## config.mk

```make
export PLATFORM = sky130hd
export DESIGN_NAME = pfs_div
export DESIGN_NICKNAME = d
export VERILOG_FILES = /design/src/hdl/potential_field_steering_macros.svh /design/src/hdl/pfs_pkg.sv /design/src/hdl/pfs_div.sv
export SDC_FILE = /design/constraint.sdc
export NUM_CORES = 1
export LEC_CHECK = 0
export BUFFER_PORTS_ARGS = -buffer_cell sky130_fd_sc_hd__clkbuf_2
export CELL_PAD_IN_SITES_DETAIL_PLACEMENT = 0
export CELL_PAD_IN_SITES_GLOBAL_PLACEMENT = 1
export CORE_MARGIN = 2
export CORE_UTILIZATION = 49
export CTS_BUF_LIST = sky130_fd_sc_hd__clkbuf_8
export DETAILED_ROUTE_END_ITERATION = 10
export HOLD_SLACK_MARGIN = 0.12
export PLACE_DENSITY_LB_ADDON = 0.15
export SETUP_SLACK_MARGIN = 0.02
export SYNTH_ARGS = -nofsm -noshare
export SYNTH_HDL_FRONTEND = slang
export SYNTH_SLANG_ARGS = --single-unit
```

## constraint.sdc

```tcl
create_clock -name clk_i -period 3.9 [get_ports clk_i]
set_input_delay 0.39 -clock clk_i [delete_from_list [all_inputs] [get_ports clk_i]]
set_output_delay 0.39 -clock clk_i [all_outputs]
set_load 0.02 [all_outputs]
```

## src/hdl/potential_field_steering_macros.svh

```systemverilog
// Assertion helpers for the potential field steering block.
`ifndef POTENTIAL_FIELD_STEERING_MACROS_SVH
`define POTENTIAL_FIELD_STEERING_MACROS_SVH

// Clocked check, switched off while reset is asserted.
`define PFS_ASSERT(lbl, clk, rstn, prop, msg) \
  lbl: assert property (@(posedge clk) disable iff (!rstn) prop) else $error(msg);

// Clocked check that also holds through reset.
`define PFS_ASSERT_ALWAYS(lbl, clk, prop, msg) \
  lbl: assert property (@(posedge clk) prop) else $error(msg);

`endif

```

## src/hdl/pfs_pkg.sv

```systemverilog
package pfs_pkg;

  typedef enum logic [3:0] {
    ST_IDLE, ST_ROT, ST_TPREP, ST_DIV, ST_TACC, ST_NET0, ST_MULX, ST_MULY,
    ST_HEAD, ST_VEC, ST_HFIN, ST_MULV, ST_MULR, ST_STP, ST_STD, ST_STF
  } state_e;

  typedef enum logic [2:0] {
    REG_SCALE_X, REG_SCALE_Y, REG_OFFSET_X, REG_OFFSET_Y,
    REG_SPEED_GAIN, REG_STEER_P, REG_STEER_D
  } reg_idx_e;

  localparam int CW     = 60;  // CORDIC x/y width
  localparam int ZW     = 20;  // CORDIC angle width, Q.16
  localparam int SUM_W  = 48;
  localparam int TERM_W = 22;
  localparam int DVD_W  = 29;  // divider dividend / quotient
  localparam int DVS_W  = 32;  // divider divisor
  localparam int MUL_W  = 72;
  localparam int MPL_W  = 23;

  localparam logic signed [CW-1:0]    CORDIC_K    = 60'sd652032875;
  localparam logic signed [15:0]      ANGLE_LIMIT = 16'sd12867;
  localparam logic [TERM_W-1:0]       TERM_CAP    = 22'd1048576;
  localparam logic signed [ZW-1:0]    HALF_RAD    = 20'sd32768;
  localparam logic signed [MUL_W-1:0] SPEED_MAX   = 72'sd50331648;
  localparam logic signed [MUL_W-1:0] NX_MAX      = 72'sd1099511627776;
  localparam logic [MPL_W-1:0]        RPM_CONST   = 23'd4927738;
  localparam logic [16:0]             TERM_MULT   = 17'd125000;
  localparam logic signed [47:0]      STEER_MID   = 48'sd17179869184;

  function automatic logic [15:0] atan_q16(input logic [3:0] i);
    logic [15:0] v;
    case (i)
      4'd0:    v = 16'd51472;
      4'd1:    v = 16'd30386;
      4'd2:    v = 16'd16055;
      4'd3:    v = 16'd8150;
      4'd4:    v = 16'd4091;
      4'd5:    v = 16'd2047;
      4'd6:    v = 16'd1024;
      4'd7:    v = 16'd512;
      4'd8:    v = 16'd256;
      4'd9:    v = 16'd128;
      4'd10:   v = 16'd64;
      4'd11:   v = 16'd32;
      4'd12:   v = 16'd16;
      4'd13:   v = 16'd8;
      4'd14:   v = 16'd4;
      default: v = 16'd2;
    endcase
    return v;
  endfunction

endpackage

```

## src/hdl/pfs_div.sv

```systemverilog
module pfs_div (
  input  logic                      clk_i,
  input  logic                      rst_ni,
  input  logic                      start_i,
  input  logic [pfs_pkg::DVD_W-1:0] dividend_i,
  input  logic [pfs_pkg::DVS_W-1:0] divisor_i,
  output logic                      done_o,
  output logic [pfs_pkg::DVD_W-1:0] quot_o
);

  logic [pfs_pkg::DVS_W-1:0] rem_q;
  logic [pfs_pkg::DVS_W-1:0] dvs_q;
  logic [pfs_pkg::DVD_W-1:0] quo_q;
  logic [4:0]                cnt_q;
  logic                      busy_q, done_q;
  logic [pfs_pkg::DVS_W:0]   trial;
  logic                      fits;

  // restoring division, one quotient bit per cycle
  assign trial = {rem_q, quo_q[pfs_pkg::DVD_W-1]};
  assign fits  = trial >= {1'b0, dvs_q};

  always_ff @(posedge clk_i or negedge rst_ni) begin
    if (!rst_ni) begin
      busy_q <= 1'b0;
      done_q <= 1'b0;
      cnt_q  <= '0;
    end else begin
      done_q <= 1'b0;
      if (start_i) begin
        busy_q <= 1'b1;
        cnt_q  <= '0;
      end else if (busy_q) begin
        cnt_q <= cnt_q + 5'd1;
        if (cnt_q == 5'(pfs_pkg::DVD_W - 1)) begin
          busy_q <= 1'b0;
          done_q <= 1'b1;
        end
      end
    end
  end

  always_ff @(posedge clk_i) begin
    if (start_i) begin
      rem_q <= '0;
      quo_q <= dividend_i;
      dvs_q <= divisor_i;
    end else if (busy_q) begin
      rem_q <= fits ? pfs_pkg::DVS_W'(trial - {1'b0, dvs_q}) : trial[pfs_pkg::DVS_W-1:0];
      quo_q <= {quo_q[pfs_pkg::DVD_W-2:0], fits};
    end
  end

  assign done_o = done_q;
  assign quot_o = quo_q;

endmodule
```

==> key figures <==
Status
  • Status: finished, final reports clean

STA
  • Fin crit share: 0.8376
  • Clk_skew: 11.98 ps
  • Tmin final: 3267 ps
  • Slew HR: 0.4292
  • Worst-Margin Slew: 856.2 ps
  • Final Hold Fails: 0
  • Min setup slack post-route: 633.2 ps
  • Fmax achieved: 306.1 MHz
  • RSZ-0062 raised after global routing: false
  • Setup_tns: 0 ps
  • Final setup viols: 0
  • Final slew viol count: 0

Synth
  • FFs w/ async S/R, synth: 0.07000
  • Synth Net Count: 686
  • Seq/Total Area, Yosys: 0.4501
  • Register bit count reported by yosys: 100
  • Synth cell types: 64
  • Avg Cell Area, Syn: 10.02 um^2
  • Prevailing post-synth register cell: edfxtp_1
  • Mapped Area: 5882 um^2
  • Post-synthesis cell count: 587
  • Ys Warns: 0
  • Number of synthesized flops with an enable pin: 61

Detailed routing
  • Final ANT Viol Nets: 0
  • Pre-Repair DR Iteration Count: 4
  • Drt first-iter violations: 204
  • Final wirelength: 12.70 mm
  • DR vias: 4497
  • DRC viols: 0
  • Vias per cell: 5.477
  • Detailed-route wire length per cell: 15.47 um

Placement
  • Port-buffer cells: 93
  • DP Wirelength: 9.484 mm
  • Final GP Congestion: 0.8155
  • Dpl cell area: 6441 um^2
  • DP Worst Slack: 608.4 ps

GRT
  • Largest net degree at the start of global routing: 54
  • Total global-route track usage: 0.2055
  • Initial antenna violation count: 0
  • Global-route wire length before repair: 21.25 mm
  • Vias in the first global route: 4405
  • GR Overflow Total: 0

Final layout
  • Post-layout util: 0.5607
  • Fraction of layout cells with a size suffix above 1: 0.2448
  • Ant. Diodes: 0
  • Commonest cells after routing, fill and taps aside: clkbuf_2 (92), nor2_1 (66), edfxtp_1 (61), a21oi_1 (51), inv_1 (40)
  • Syn-to-layout area delta: 13.06%
  • Commonest non-fill, non-tap cell in the layout: clkbuf_2
  • # nets final: 768
  • Final instance area: 6650 um^2

Power and ir drop
  • P_sw: 1474 uW
  • Switching part of the total: 0.3859
  • Part of the power in registers: 0.380
  • Leak: 0.002965 uW
  • Clock power share: 0.178
  • Worst ir drop on vdd: 0.3410 mV
  • Int Pwr: 2345 uW
  • Power per cell area: 574.3 nW/um^2
  • Combinational share of power: 0.443

Setup path
  • Critical Path RT: 4160 ps
  • Startpoint types: register
  • CP Data Arrival Time: 3530 ps
  • Critical path endpoint category: register
  • WS Path Type: register to register
  • Max FO, Critical Path: 21

Die
  • Placeable Area: 11860 um^2
  • Row count: 40
  • Initial Utilization: 0.4959
  • Chip height: 113.6 um
  • Chip Width: 113.6 um
  • Die ar.: 12900 um^2
  • I/O pin total: 94

Clock network
  • Hold buffer count at cts: 1
  • Worst-Skew Late Latency: 380 ps
  • H-tree lvl count: 3
  • Resized cells post-CTS: 0
  • # Post-CTS Setup Buffers: 0
  • CTS tree: built
  • CTS root buf: clkbuf_8
  • CTS Sinks: 100
  • Clock slew at reported path FFs: 100 ps
  • Num CTS Buffers: 9
  • Bufs on Longest Clock Path: 2

Min path
  • Hold Path Class: input pin to register

Job
  • Max cap viols: 0
-- stage by stage --
stage	cells	hold WS, ps	total power (uW)
4_1_cts	821	145.6	3857
2_1_floorplan	587	94.41	2798
3_5_place_dp	804	240.1	3164
3_3_place_gp	804	230.9	3144
5_1_grt	821	143.7	4104
6_report	821	175.0	3819
-- layout make-up --
cell class | count | area, um^2
tap | 147 | 183.9
timing repair buffer | 100 | 523.0
clock buffer | 9 | 123.9
multi-input combinational | 417 | 2942
inverter | 41 | 153.9
fill | 1094 | 5211
clock inverter | 7 | 75.07
sequential | 100 | 2649
-- Yosys cell counts, drive strengths merged, types with 18 or more instances --
| library cell | n | area, um^2 |
|---|---|---|
| nor2 | 66 | 247.7 |
| edfxtp | 61 | 1832 |
| a21oi | 55 | 290.3 |
| inv | 40 | 150.1 |
| ha | 34 | 425.4 |
| mux2 | 33 | 371.6 |
| dfxtp | 32 | 640.6 |
| nand2 | 32 | 120.1 |
| o21ai | 24 | 123.9 |
| a211oi | 21 | 157.7 |
| a21o | 20 | 150.1 |
| clkbuf | 18 | 70.07 |
-- sequential cells by signal, indices dropped and copies added, names as in the netlist --
register,count
cnt_q,5
quot_o,29
busy_q,1
rem_q,32
dvs_q,32
done_o,1
-- routing by layer --
metal / share of wire / wire length, um / track usage / up-vias
met5: 0 / 0 / 0 / -
met4: 0.011 / 136 / 0.05203 / 0
met3: 0.041 / 526 / 0.05898 / 12
met2: 0.48 / 6132 / 0.3389 / 83
met1: 0.46 / 5902 / 0.2680 / 2126
li1: - / - / - / 2276
-- worst paths after layout --
| kind | from | end | slack, ps | cells after the start |
|---|---|---|---|---|
| hold reg to reg | rem_q[20]$_SDFFE_PP0P_ | rem_q[20]$_SDFFE_PP0P_ | 500 | 2 |
| min in group asynchronous | rst_ni | cnt_q[4]$_DFFE_PN0P_ | 380 | 2 |
| hold / removal | divisor_i[18] | dvs_q[18]$_DFFE_PP_ | 180 | 1 |
| setup / recovery | dvs_q[3]$_DFFE_PP_ | rem_q[15]$_SDFFE_PP0P_ | 630 | 12 |
| max in group asynchronous | rst_ni | busy_q$_DFF_PN0_ | 3340 | 2 |
| setup reg to reg | dvs_q[3]$_DFFE_PP_ | rem_q[15]$_SDFFE_PP0P_ | 630 | 12 |
-- power by group through the flow --
stage / logic [uW] / registers (uW) / clock network (uW)
3_3_place_gp: 1680 / 1470 / 0
4_1_cts: 1700 / 1450 / 707
2_1_floorplan: 1310 / 1490 / 0
3_5_place_dp: 1690 / 1470 / 0
6_report: 1690 / 1450 / 678
5_1_grt: 1890 / 1470 / 735
-- logic make-up after synthesis --
family,synth area share
AOI/OAI and AO/OA,0.1827
adders and majority gates,0.07573
and+or+nand+nor,0.1283
muxes,0.07169
buffers and inverters,0.04977
DFF,0.4501
xor gates and xnor gates,0.04169
-- worst max-delay path: stages (launching register included) --
cell and delay, ps:
edfxtp_1 340, inv_1 40, ha_1 340, a21o_1 210
a21oi_2 210, a21boi_2 120, o31ai_1 400, a21oi_2 130
o32ai_4 490, buf_4 310, mux2_2 350, mux2i_1 140
nor2_1 50
Note: power is estimated with default switching activity, not from simulation.
